[src/sv/irsg_pkg.sv]
// irsg_pkg: widths, register map, reset values and shared types of the
// interpolated random segment generator. No dependencies.
package irsg_pkg;

    localparam int SEG_W    = 16;              // Q1.15 segment values
    localparam int SR_W     = 18;              // sample rate
    localparam int BFREQ_W  = 24;              // base frequency, Q16.8
    localparam int FMOD_W   = 24;              // frequency offset, Q16.8
    localparam int FREQ_W   = 25;              // clamped frequency
    localparam int BAMP_W   = 16;              // base amplitude, Q4.12
    localparam int AMP_W    = 17;              // base + offset amplitude
    localparam int P1_W     = SEG_W + FREQ_W;  // |diff| * freq
    localparam int MAG_W    = 31;              // ramp offset, up to 2^30
    localparam int RAMP_W   = 32;
    localparam int PROD_W   = AMP_W + RAMP_W;
    localparam int FRAC_SH  = 12;              // Q4.12 * Q1.15 -> Q1.15
    localparam int DEN_SH   = 8;               // Q16.8 frequency fraction
    localparam int ADDR_W   = 4;
    localparam int DATA_W   = 32;

    localparam logic [1:0] REG_SAMPLE_RATE = 2'd0;
    localparam logic [1:0] REG_BASE_FREQ   = 2'd1;
    localparam logic [1:0] REG_BASE_AMP    = 2'd2;
    localparam logic [1:0] REG_ENABLE      = 2'd3;

    localparam logic [SR_W-1:0]          SAMPLE_RATE_RST = 18'd48000;
    localparam logic [BFREQ_W-1:0]       BASE_FREQ_RST   = 24'd256;
    localparam logic signed [BAMP_W-1:0] BASE_AMP_RST    = 16'sd4096;
    localparam logic                     ENABLE_RST      = 1'b1;

    localparam logic [MAG_W-1:0] MAG_LIMIT = {1'b1, {(MAG_W-1){1'b0}}};

    typedef logic signed [SEG_W-1:0] seg_t;
    typedef logic [MAG_W-1:0]        mag_t;

    typedef struct packed {
        logic busy;
        logic done;
    } div_stat_t;

endpackage

[src/sv/irsg_sdiv.sv]
// irsg_sdiv: bit-serial restoring divider, one dividend bit per cycle,
// quotient saturated at 2^30. Depends on irsg_pkg.
module irsg_sdiv import irsg_pkg::*; #(
    parameter int DW = 57
) (
    input  logic              clk,
    input  logic              rst_n,
    input  logic              start,
    input  logic [DW-1:0]     dividend,
    input  logic [SR_W-1:0]   divisor,
    output div_stat_t         stat,
    output mag_t              quot
);

    localparam int IW = $clog2(DW + 1);

    logic [DW-1:0]   dvd_reg, dvd_next;
    logic [SR_W-1:0] dsr_reg, dsr_next;
    logic [SR_W-1:0] rem_reg, rem_next;
    mag_t            q_reg, q_next;
    logic            sat_reg, sat_next;
    logic [IW-1:0]   iter_reg, iter_next;
    logic            busy_reg, busy_next;
    logic            done_reg, done_next;
    logic [SR_W:0]   trial;
    logic [SR_W:0]   diff;
    logic            qbit;

    // bring down the next dividend bit; no borrow means a quotient one
    assign trial = {rem_reg, dvd_reg[DW-1]};
    assign diff  = trial - {1'b0, dsr_reg};
    assign qbit  = ~diff[SR_W];

    always_comb
    begin
        dvd_next  = dvd_reg;
        dsr_next  = dsr_reg;
        rem_next  = rem_reg;
        q_next    = q_reg;
        sat_next  = sat_reg;
        iter_next = iter_reg;
        busy_next = busy_reg;
        done_next = 1'b0;
        if (start)
        begin
            dvd_next  = dividend;
            dsr_next  = (divisor == '0) ? SR_W'(1) : divisor;
            rem_next  = '0;
            q_next    = '0;
            sat_next  = 1'b0;
            iter_next = IW'(DW);
            busy_next = 1'b1;
        end
        else if (busy_reg)
        begin
            dvd_next  = {dvd_reg[DW-2:0], 1'b0};
            rem_next  = qbit ? diff[SR_W-1:0] : trial[SR_W-1:0];
            q_next    = {q_reg[MAG_W-2:0], qbit};
            sat_next  = sat_reg | q_reg[MAG_W-1];
            iter_next = iter_reg - IW'(1);
            if (iter_reg == IW'(1))
            begin
                busy_next = 1'b0;
                done_next = 1'b1;
            end
        end
    end

    always_ff @(posedge clk or negedge rst_n)
    begin
        if (!rst_n)
        begin
            iter_reg <= '0;
            busy_reg <= 1'b0;
            done_reg <= 1'b0;
        end
        else
        begin
            iter_reg <= iter_next;
            busy_reg <= busy_next;
            done_reg <= done_next;
        end
    end

    always_ff @(posedge clk)
    begin
        dvd_reg <= dvd_next;
        dsr_reg <= dsr_next;
        rem_reg <= rem_next;
        q_reg   <= q_next;
        sat_reg <= sat_next;
    end

    assign stat.busy = busy_reg;
    assign stat.done = done_reg;
    assign quot      = (sat_reg || q_reg[MAG_W-1]) ? MAG_LIMIT : q_reg;

endmodule

[config.mk]
export PLATFORM = sky130hd
export DESIGN_NAME = irsg_sdiv
export DESIGN_NICKNAME = d
export VERILOG_FILES = /design/src/sv/irsg_pkg.sv /design/src/sv/irsg_sdiv.sv
export SDC_FILE = /design/constraint.sdc
export NUM_CORES = 1
export LEC_CHECK = 0
export ABC_AREA = 1
export BUFFER_PORTS_ARGS = -buffer_cell sky130_fd_sc_hd__buf_2
export CORE_ASPECT_RATIO = 0.6
export CORE_MARGIN = 5
export CORE_UTILIZATION = 51
export DETAILED_ROUTE_END_ITERATION = 10
export PLACE_DENSITY = 0.74
export SLEW_MARGIN = 20
export SYNTH_ARGS = -nofsm -noshare
export SYNTH_HDL_FRONTEND = slang
export SYNTH_SLANG_ARGS = --single-unit
export TNS_END_PERCENT = 50
[constraint.sdc]
create_clock -name clk -period 2.7 [get_ports clk]
set_input_delay 0.135 -clock clk [delete_from_list [all_inputs] [get_ports clk]]
set_output_delay 0.135 -clock clk [all_outputs]
set_load 0.01 [all_outputs]
==> metrics.log, run 1 <==
[metrics] result of the run: complete, no violations
[metrics] worst clock skew: 0.006070 ns
[metrics] Synth warnings: 0
[metrics] Hold Startpoint: dividend[30]
[metrics] buffer and inverter count on the worst path: 2
[metrics] buffer cell driving the clock tree root: clkbuf_16
[metrics] Syn Inst Count: 819
[metrics] count of nets left with antenna violations after detail routing: 0
[metrics] total wire length: 16,020 microns
[metrics] leading register cell type out of synthesis: edfxtp_1
[metrics] relative slew slack: 35.56%
[metrics] nets in the synthesized netlist: 918
[metrics] RR Startpoint: dvd_reg[56]
[metrics] proportion of layout cells with a drive suffix above 1: between 10% and 20%
[metrics] via-per-instance ratio: 4.952
[metrics] sort of element at the end of the critical path: flop
[metrics] launch point of the worst path: dvd_reg[56]
[metrics] largest stage delay on the critical path: 0.41 ns
[metrics] post-layout min period: 2.135 ns
[metrics] total area of sequential cells: 0.003453 sq mm
[metrics] worst slew pin tran: 0.9656 ns
[metrics] Placer Congestion: roughly 1
[metrics] synthesized area: about 0.0066 sq mm
[metrics] most common cell after layout, fill and taps aside: nand2_1
[metrics] flip-flop count of the largest register, all copies and words added: 57
[metrics] CTS tree: done
[metrics] fin nets: 1,065
[metrics] placeable core region: ~0.013 sq mm
[metrics] vias in the first global route: 5,484
[metrics] Worst Setup Slack, final: 0.5653 ns
[metrics] worst-case vdd ir drop: 0.5631 mV
[metrics] number of iterations in the first detailed-routing pass: 5
[metrics] worst skew pair latency: 0.42 ns
[metrics] classification of the worst setup path: flop to flop
[metrics] quantity of I/O buffers inserted on ports: between 100 and 150
[metrics] mean cell area of the mapped netlist: 8.019 sq um
[metrics] TritonCTS buffer count: 17
[metrics] number of distinct library cell variants in the gate-level netlist after synthesis: 34
[metrics] top cell family by delay on the critical path: simple AND/OR/NAND/NOR gates
[metrics] signal arrival time at the worst endpoint: 2.44 ns
[metrics] flip-flop and latch count after synthesis: 133
[metrics] multi-input combinational cell area: 0.002534 sq mm
[metrics] leakage power total: 0.004195 uW
[metrics] final cell count without fillers: 1,149
[metrics] area enclosed by the die boundary: around 0.015 sq mm
[metrics] count of placed standard cells including taps: 1,057
[metrics] boundary pin count: 111
[metrics] sequential-to-total area share from yosys stat: about 53%
[metrics] fraction of the cycle the final worst path needs: 79.06%
[metrics] setup repair after global routing missed its margin: no
[metrics] Fin. Hold Viols: 0
[metrics] cell mode on critical path: nand2_1
[metrics] final setup violating endpoints: 0
[metrics] # clock sinks: about 130
[metrics] Worst path slowest cell: fa_1
[metrics] number of vias after detailed routing: around 5,700
[metrics] power density of the placed cells: 836.2 mW/mm^2
[metrics] height of the die: 97.90 microns
[metrics] maximum number of pins on one net before global-route repair: 88
[metrics] ant diodes: 0
[metrics] achievable frequency: 468.4 MHz
[metrics] Post-synth EDFFs: 75
[metrics] Hold Crit Class: input pin to flop
[metrics] Place WS: approximately 0.61 ns
[metrics] maximum clock insertion buffer count: 2
[metrics] Initial Utilization: 51.58%
[metrics] cell chain of the critical path: inv_1 > ha_1 > fa_1 > inv_1 > nand3_1 > nand3_1 > nand2_1 > nand2_1 > nand3_1 > nand2_1 > nand2_1 > nand2_1 > nand2_1 > nand3_1 > nand2_1
[metrics] required time at the worst-slack endpoint: 3.01 ns
[metrics] Slew Viols, Final: 0
[metrics] grt total ovfl: 0
[metrics] global-route wire length before repair: 26,240 microns
[metrics] number of DRC markers in iteration 0: 419
[metrics] highest-count cells in the layout ignoring fill and taps: nand2_1 (332), buf_2 (110), inv_1 (95)
[metrics] post-detailed-placement half-perimeter wirelength: 10,220 microns
[metrics] number of placement rows: 32
[metrics] total routing usage reported by global routing: 21.26%
[metrics] Post-route DRC: 0
[metrics] deepest level of the CTS H-tree: 4
[metrics] antenna violations before repair: 0
[metrics] die extent in x: approximately 160 microns
[metrics] type of origin of the critical path: flop
[metrics] final setup TNS: 0 ns
[metrics] number of maximum-capacitance violations: 0
[metrics] Area Growth Syn to Fin: 27.49%
[metrics] Fillers: 1,046
[metrics] fraction of registers with async set/reset: 6.015%
[metrics] average wire per standard cell: roughly 14 microns
[metrics] clock input transition at the sequential cells of the worst setup and hold paths: about 0.060 ns
[metrics] critical-path maximum fanout: 4
where the power goes:
group          total [uW]  leakage (uW)  switching (uW)  internal, uW
sequential           2540       0.00130             148          2390
combinational        2060       0.00259            1330           726
clock                2400      0.000304             951          1450
kinds of logic after synthesis:
family	after synthesis	synth area share [%]
simple gates	447	27.49
fa+ha+maj	21	4.115
buf+inv	144	8.840
xor+xnor	9	1.200
compound gates	65	5.772
flops	133	52.58
area by class of cell:
| class | count | area share (%) |
|---|---|---|
| clock buffer | 19 | 5.424 |
| clock inverter | 13 | 1.868 |
| inverter | 98 | 4.408 |
| multi-input combinational | 542 | 30.26 |
| sequential | 133 | 41.24 |
| tap | 170 | 2.540 |
| timing repair buffer | 174 | 14.26 |
repair_timing:
action / in CTS / in global routing
setup buffers: 0 / 0
hold buffers: 60 / 0
resized for setup: 0 / 0
endpoints found under the hold margin: 67 / 0
synth_stat cells, types with 3 or more instances:
cell | count | area (sq um)
dfxtp_1 | 50 | 1001
xor2_1 | 9 | 78.83
inv_1 | 96 | 360.4
nor2_1 | 58 | 217.7
nor3_1 | 4 | 20.02
nand2_1 | 332 | 1246
a21oi_1 | 15 | 75.07
clkbuf_1 | 36 | 135.1
dfrtp_1 | 8 | 200.2
o22ai_1 | 32 | 200.2
buf_1 | 4 | 15.01
nand3_1 | 29 | 145.1
nand2_2 | 6 | 37.54
o21ai_0 | 13 | 65.06
nand4_1 | 4 | 25.02
nor4_1 | 4 | 25.02
ha_1 | 20 | 250.2
nor2_2 | 3 | 18.77
edfxtp_1 | 75 | 2252
worst paths after layout:
kind                            cells past startpoint           to  slack [ns]
worst max-delay path                               15  rem_reg[14]        0.57
worst min-delay path                                3  dvd_reg[30]       0.005
worst max register to register                     15  rem_reg[14]        0.57
worst min register to register                      2      sat_reg        0.47
max in group asynchronous                           2  iter_reg[2]        2.40
min in group asynchronous                           2  iter_reg[5]        0.12
metrics by stage:
step / cell area (sq um) / utilization [%] / total power (uW) / hold slack (ns)
finish: 8373 / 65.76 / 7002 / 0.004939
global placement: 7162 / 56.25 / 4480 / -0.01535
global route: 8373 / 65.76 / 7439 / 0.009780
detailed placement: 7162 / 56.25 / 4506 / -0.01278
floorplan: 6573 / - / 4078 / -0.1606
CTS: 8373 / 65.76 / 6986 / 0.001946
per-layer routing:
layer	part of all wire [%]	track usage (%)
met1	49	31.38
met2	43	30.93
met3	6.6	5.182
met4	1.7	6.667
met5	0	0
worst register-to-register path, stage by stage, from the launching register on:
cell	delay, ns
edfxtp_1	0.35
inv_1	0.05
ha_1	0.22
fa_1	0.41
inv_1	0.10
nand3_1	0.07
nand3_1	0.17
nand2_1	0.07
nand2_1	0.12
nand3_1	0.12
nand2_1	0.08
nand2_1	0.04
nand2_1	0.06
nand2_1	0.05
nand3_1	0.07
nand2_1	0.05
Power figures use the tool's default switching activity.
==> run 2, diff against run 1 <==
==> constraint.sdc (replaced) <==
create_clock -name clk -period 1.8 [get_ports clk]
set_input_delay 0.09 -clock clk [delete_from_list [all_inputs] [get_ports clk]]
set_output_delay 0.09 -clock clk [all_outputs]
set_load 0.01 [all_outputs]
==> run 2 against run 1 <==
The flow now finishes with violations (setup timing). Clock-buffer cell count shrank 2. Critical path depth is the same. Register-to-register slack lost 0.93 ns. Combinational power grew to 2.8 times the previous value. Flip-flop and latch count is the same. Clock power grew 52%. Die area is the same. Hold slack gained 0.0024 ns. Final cell count grew 8.4%. First-iteration DRC count grew 90%. Routed wire length grew 31%. Highest routed layer unchanged. Maximum frequency shrank 1.5%.
==> metrics.log, run 2 (synthesized netlist as in run 1, its figures left out) <==
[metrics] fraction of the cycle the final worst path needs: 120.4% (+41 points)
[metrics] Post-route DRC: 0 (unchanged)
[metrics] post-layout min period: 2.167 ns (+0.03264 ns)
[metrics] # clock sinks: 133 (unchanged)
[metrics] worst clock skew: 0.007754 ns (+0.001685 ns)
[metrics] Slew Viols, Final: 0 (unchanged)
[metrics] worst-case vdd ir drop: 0.8285 mV (+47%)
[metrics] final setup violating endpoints: 19 (+19)
[metrics] maximum clock insertion buffer count: 2 (unchanged)
[metrics] Area Growth Syn to Fin: 47.06%
[metrics] power density of the placed cells: 1371 mW/mm^2 (+64%)
[metrics] achievable frequency: 461.4 MHz (-1.5%)
[metrics] final setup TNS: -5.435 ns (-5.435 ns)
[metrics] global-route wire length before repair: 31,130 microns (+19%)
[metrics] fin nets: 1,162 (+9.1%)
[metrics] maximum number of pins on one net before global-route repair: 58 (-34%)
[metrics] post-detailed-placement half-perimeter wirelength: 11,320 microns (+11%)
[metrics] most common cell after layout, fill and taps aside: nand2_1
[metrics] signal arrival time at the worst endpoint: 2.47 ns (+0.03 ns)
[metrics] worst skew pair latency: 0.42 ns (about the same)
[metrics] total wire length: 21,050 microns (+31%)
[metrics] area enclosed by the die boundary: 0.01532 sq mm (unchanged)
[metrics] grt total ovfl: 0 (unchanged)
[metrics] relative slew slack: 51.42% (+16 points)
[metrics] placeable core region: 0.01273 sq mm (unchanged)
[metrics] boundary pin count: 111 (unchanged)
[metrics] largest stage delay on the critical path: 0.37 ns (-0.04 ns)
[metrics] critical-path maximum fanout: 3 (-1)
[metrics] via-per-instance ratio: 5.319 (+7.4%)
[metrics] TritonCTS buffer count: 17 (unchanged)
[metrics] flip-flop count of the largest register, all copies and words added: 57 (unchanged)
[metrics] Fillers: 810 (-23%)
[metrics] classification of the worst setup path: flop to flop
[metrics] number of iterations in the first detailed-routing pass: 6 (+1)
[metrics] deepest level of the CTS H-tree: 4 (unchanged)
[metrics] height of the die: 97.90 microns (unchanged)
[metrics] quantity of I/O buffers inserted on ports: 110 (unchanged)
[metrics] proportion of layout cells with a drive suffix above 1: 28.72% (+12 points)
[metrics] count of nets left with antenna violations after detail routing: 0 (unchanged)
[metrics] number of maximum-capacitance violations: 0 (unchanged)
[metrics] Worst path slowest cell: edfxtp_1
[metrics] Hold Crit Class: input pin to flop
[metrics] leakage power total: 0.004716 uW (+12%)
[metrics] Worst Setup Slack, final: -0.3674 ns (-0.9326 ns)
[metrics] result of the run: finished, violations left
[metrics] vias in the first global route: 6,310 (+15%)
[metrics] failing checks: setup timing
[metrics] Fin. Hold Viols: 0 (unchanged)
[metrics] type of origin of the critical path: flop
[metrics] clock input transition at the sequential cells of the worst setup and hold paths: 0.06 ns (about the same)
[metrics] required time at the worst-slack endpoint: 2.10 ns (-0.91 ns)
[metrics] buffer cell driving the clock tree root: clkbuf_16
[metrics] highest-count cells in the layout ignoring fill and taps: nand2_1 (312), buf_2 (110), inv_1 (87)
[metrics] antenna violations before repair: 1 (+1)
[metrics] number of placement rows: 32 (unchanged)
[metrics] number of vias after detailed routing: 6,628 (+16%)
[metrics] setup repair after global routing missed its margin: yes
[metrics] cell chain of the critical path: inv_2 > ha_4 > a21oi_4 > buf_6 > buf_4 > buf_4 > buf_4 > buf_4 > o21ai_1 > nor2_1 > nand2_1 > nand2_1 > nand3_2 > nand2_1 > nand2_1
[metrics] Placer Congestion: 0.9293 (-6.7%)
[metrics] Initial Utilization: 51.58% (unchanged)
[metrics] ant diodes: 0 (unchanged)
[metrics] worst slew pin tran: 0.7287 ns (-0.2369 ns)
[metrics] CTS tree: done
[metrics] final core utilization: 75.85% (+10 points)
[metrics] average wire per standard cell: 16.90 microns (+21%)
[metrics] die extent in x: 156.5 microns (unchanged)
[metrics] sort of element at the end of the critical path: flop
[metrics] number of DRC markers in iteration 0: 795 (+90%)
[metrics] total routing usage reported by global routing: 25.70% (+4.4 points)
run 2: path summary, 6_finish.rpt:
check                      slack, ns         start          end  depth (start not counted)
max reg2reg                    -0.37   dsr_reg[13]  rem_reg[16]                         15
max                            -0.37   dsr_reg[13]  rem_reg[16]                         15
min in group asynchronous       0.06         rst_n  iter_reg[1]                          2
min reg2reg                     0.48       sat_reg      sat_reg                          2
min                            0.007  dividend[56]  dvd_reg[56]                          3
max in group asynchronous       1.55         rst_n     busy_reg                          2
run 2: area by class of cell:
class                   instances  area [sq um]  area share, %
clock buffers                  17         425.4          4.405
multi-input cells             547          3054          31.62
inverters                      98         367.9          3.809
clock inverters                15         209.0          2.163
well taps                     170         212.7          2.202
repair buffers                266          1936          20.04
flip-flops and latches        133          3453          35.76
run 2: worst max-delay path, delay by kind of cell (launching register included):
kind                       cells  cell delay [ns]
and+or+nand+nor                6             0.64
adders and majority gates      1             0.23
buffers and inverters          6             0.57
DFF                            1             0.37
AOI/OAI and AO/OA              2             0.24
run 2: repair_timing:
item,CTS,global route
hold buffers,74,0
pin swaps,18,11
setup endpoints to repair,19,19
gates resized for setup,55,32
endpoints found under the hold margin,81,0
buffers inserted,11,1
gates cloned,5,0
run 2: stage by stage:
| stage | total power, uW | hold WS, ns | instances | setup slack, ns | cell area, sq um |
|---|---|---|---|---|---|
| floorplan | 6128 | -0.2056 | 819 | -0.04158 | 6584 |
| global placement | 7531 | -0.05788 | 1123 | -0.1463 | 7669 |
| detailed placement | 7587 | -0.05252 | 1123 | -0.1896 | 7669 |
| CTS | 12490 | 0.004282 | 1245 | -0.1244 | 9529 |
| global route | 13760 | 0.01390 | 1246 | -0.3983 | 9658 |
| finish | 13250 | 0.007292 | 1246 | -0.3674 | 9658 |
run 2: layer usage:
metal	share of wire, %	routed length [microns]	vias up	GRT usage (%)
li1	-	-	3097	-
met1	41	8707	3023	35.56
met2	45	9474	415	38.87
met3	10	2169	93	7.706
met4	3.3	701	0	8.467
met5	0	0	-	0
run 2: report_power, final:
| part | internal [uW] | total (uW) | switching [uW] |
|---|---|---|---|
| Sequential | 3590 | 3880 | 291 |
| Clock | 2140 | 3640 | 1500 |
| Combinational | 2450 | 5730 | 3280 |
==> run 3, diff against run 2 <==
==> constraint.sdc (replaced) <==
create_clock -name clk -period 1.8 [get_ports clk]
set_input_delay 0.18 -clock clk [delete_from_list [all_inputs] [get_ports clk]]
set_output_delay 0.18 -clock clk [all_outputs]
set_load 0.01 [all_outputs]
==> run 3 against run 2 <==
Sequential share of layout area up 2.3 points. Largest power group unchanged. Sequential power down 1%. Combinational power is 3.8% lower. The flow still finishes with violations (setup timing). Critical path type unchanged.
==> metrics.log, run 3 (synthesized netlist as in run 1, its figures left out) <==
[metrics] setup repair after global routing missed its margin: yes
[metrics] total routing usage reported by global routing: 22.44% (-3.3 points)
[metrics] area enclosed by the die boundary: 0.01532 sq mm (unchanged)
[metrics] vias in the first global route: 5,674 (-10%)
[metrics] deepest level of the CTS H-tree: 4 (unchanged)
[metrics] Area Growth Syn to Fin: 38.27%
[metrics] number of DRC markers in iteration 0: 528 (-34%)
[metrics] sort of element at the end of the critical path: flop
[metrics] Hold Crit Class: input pin to flop
[metrics] worst slew pin tran: 0.4899 ns (-0.2388 ns)
[metrics] final setup violating endpoints: 19 (unchanged)
[metrics] Slew Viols, Final: 0 (unchanged)
[metrics] RR Startpoint: dsr_reg[13]
[metrics] number of maximum-capacitance violations: 0 (unchanged)
[metrics] CTS tree: done
[metrics] count of placed standard cells including taps: 1,124 (+0.089%)
[metrics] leakage power total: 0.004500 uW (-4.6%)
[metrics] Fin. Hold Viols: 0 (unchanged)
[metrics] buffer cell driving the clock tree root: clkbuf_16
[metrics] type of origin of the critical path: flop
[metrics] clock input transition at the sequential cells of the worst setup and hold paths: 0.06 ns (about the same)
[metrics] launch point of the worst path: dsr_reg[13]
[metrics] total wire length: 17,630 microns (-16%)
[metrics] die extent in x: 156.5 microns (unchanged)
[metrics] number of vias after detailed routing: 6,015 (-9.2%)
[metrics] Hold Startpoint: dividend[0]
[metrics] relative slew slack: 67.04% (+16 points)
[metrics] boundary pin count: 111 (unchanged)
[metrics] fin nets: 1,107 (-4.7%)
[metrics] highest-count cells in the layout ignoring fill and taps: nand2_1 (303), buf_2 (110), inv_1 (85)
[metrics] failing checks: setup timing
[metrics] maximum number of pins on one net before global-route repair: 49 (-16%)
[metrics] most common cell after layout, fill and taps aside: nand2_1
[metrics] # clock sinks: 133 (unchanged)
[metrics] post-layout min period: 2.078 ns (-0.08974 ns)
[metrics] count of nets left with antenna violations after detail routing: 0 (unchanged)
[metrics] achievable frequency: 481.3 MHz (+4.3%)
[metrics] via-per-instance ratio: 5.046 (-5.1%)
[metrics] height of the die: 97.90 microns (unchanged)
[metrics] power density of the placed cells: 1389 mW/mm^2 (+1.3%)
[metrics] quantity of I/O buffers inserted on ports: 110 (unchanged)
[metrics] number of iterations in the first detailed-routing pass: 5 (-1)
[metrics] Worst Setup Slack, final: -0.2776 ns (+0.08974 ns)
[metrics] Placed Instance Area: 0.007697 sq mm (+0.38%)
[metrics] placeable core region: 0.01273 sq mm (unchanged)
[metrics] global-route wire length before repair: 27,570 microns (-11%)
[metrics] Initial Utilization: 51.58% (unchanged)
[metrics] TritonCTS buffer count: 17 (unchanged)
[metrics] number of placement rows: 32 (unchanged)
[metrics] post-detailed-placement half-perimeter wirelength: 11,100 microns (-2.0%)
[metrics] maximum clock insertion buffer count: 2 (unchanged)
[metrics] average wire per standard cell: 14.79 microns (-12%)
[metrics] worst-case vdd ir drop: 0.8133 mV (-1.8%)
[metrics] Fillers: 937 (+16%)
[metrics] flip-flop count of the largest register, all copies and words added: 57 (unchanged)
[metrics] signal arrival time at the worst endpoint: 2.37 ns (-0.10 ns)
[metrics] final std cell area, no fill: 0.009081 sq mm (-6.0%)
[metrics] grt total ovfl: 0 (unchanged)
[metrics] proportion of layout cells with a drive suffix above 1: 31.93% (+3.2 points)
[metrics] final cell count without fillers: 1,192 (-4.3%)
[metrics] required time at the worst-slack endpoint: 2.09 ns (about the same)
[metrics] Post-route DRC: 0 (unchanged)
[metrics] fraction of the cycle the final worst path needs: 115.4% (-5.0 points)
[metrics] classification of the worst setup path: flop to flop
[metrics] Placer Congestion: 0.9182 (-1.2%)
[metrics] antenna violations before repair: 1 (unchanged)
[metrics] critical-path maximum fanout: 5 (+2)
[metrics] result of the run: finished, violations left
[metrics] worst clock skew: 0.008473 ns (+0.0007188 ns)
[metrics] worst skew pair latency: 0.41 ns (about the same)
## run 3: cell count changes in the layout (fill, tap and decap cells not counted), sizes merged
cell / change
clkinv: -3
dlygate4sd3: -56
clkinvlp: +5
bufinv: -2
diode: +1
buf: +1
## run 3: layout make-up
type	instances	area [sq um]	share of cell area, %
flip-flops and latches	133	3453	38.03
multi-input cells	547	3085	33.98
repair buffers	211	1395	15.36
clock buffers	17	425.4	4.684
inverters	98	369.1	4.064
well taps	170	212.7	2.342
clock inverters	15	137.6	1.516
diodes	1	2.502	0.02756
## run 3: worst paths after layout
check	to	slack, ns	depth (start not counted)
setup / recovery	rem_reg[16]	-0.28	11
hold / removal	dvd_reg[0]	0.03	3
setup reg to reg	rem_reg[16]	-0.28	11
hold reg to reg	rem_reg[1]	0.48	2
max in group asynchronous	busy_reg	1.48	2
min in group asynchronous	iter_reg[0]	0.15	2
## run 3: report_power, final
| part | internal [uW] | switching, uW |
|---|---|---|
| combinational | 2410 | 3100 |
| sequential | 3590 | 255 |
| clock | 1820 | 1450 |
| total | 7810 | 4800 |
## run 3: layer usage
metal	vias to the layer above	track usage (%)	part of all wire, %
met5	-	0	0
met4	0	6.933	1.9
met1	2760	32.93	46
met3	29	5.536	7.8
met2	240	32.87	45
li1	2986	-	-
## run 3: worst max-delay path, cell delays in order (launching register included)
cell and delay [ns]:
edfxtp_1 0.40, inv_2 0.09, ha_4 0.22, a21oi_4 0.19, o21ai_4 0.11, a21oi_4 0.18
buf_6 0.13, nand3_4 0.21, nand2_8 0.22, nand3_2 0.07, nand2_1 0.08, nand2_1 0.06
## run 3: what timing repair did
item                                   CTS  global route
setup buffers                            7             5
hold buffers                            18             0
setup endpoints to repair               19            19
endpoints found under the hold margin   25             0
gates cloned                             5             0
gates resized for setup                 56            52
pin swaps                               24            25
## run 3: stage by stage
step	worst slack [ns]	hold slack (ns)	util [%]	total power, uW	setup TNS [ns]
2_1_floorplan	-0.07241	-0.1156	-	6120	-0.6192
3_3_place_gp	-0.1656	0.02845	60.46	7512	-2.615
3_5_place_dp	-0.2243	0.03139	60.46	7596	-3.916
4_1_cts	-0.1584	0.02168	69.44	11860	-2.518
5_1_grt	-0.3730	0.02823	71.32	13300	-4.984
6_report	-0.2776	0.03228	71.32	12620	-3.723
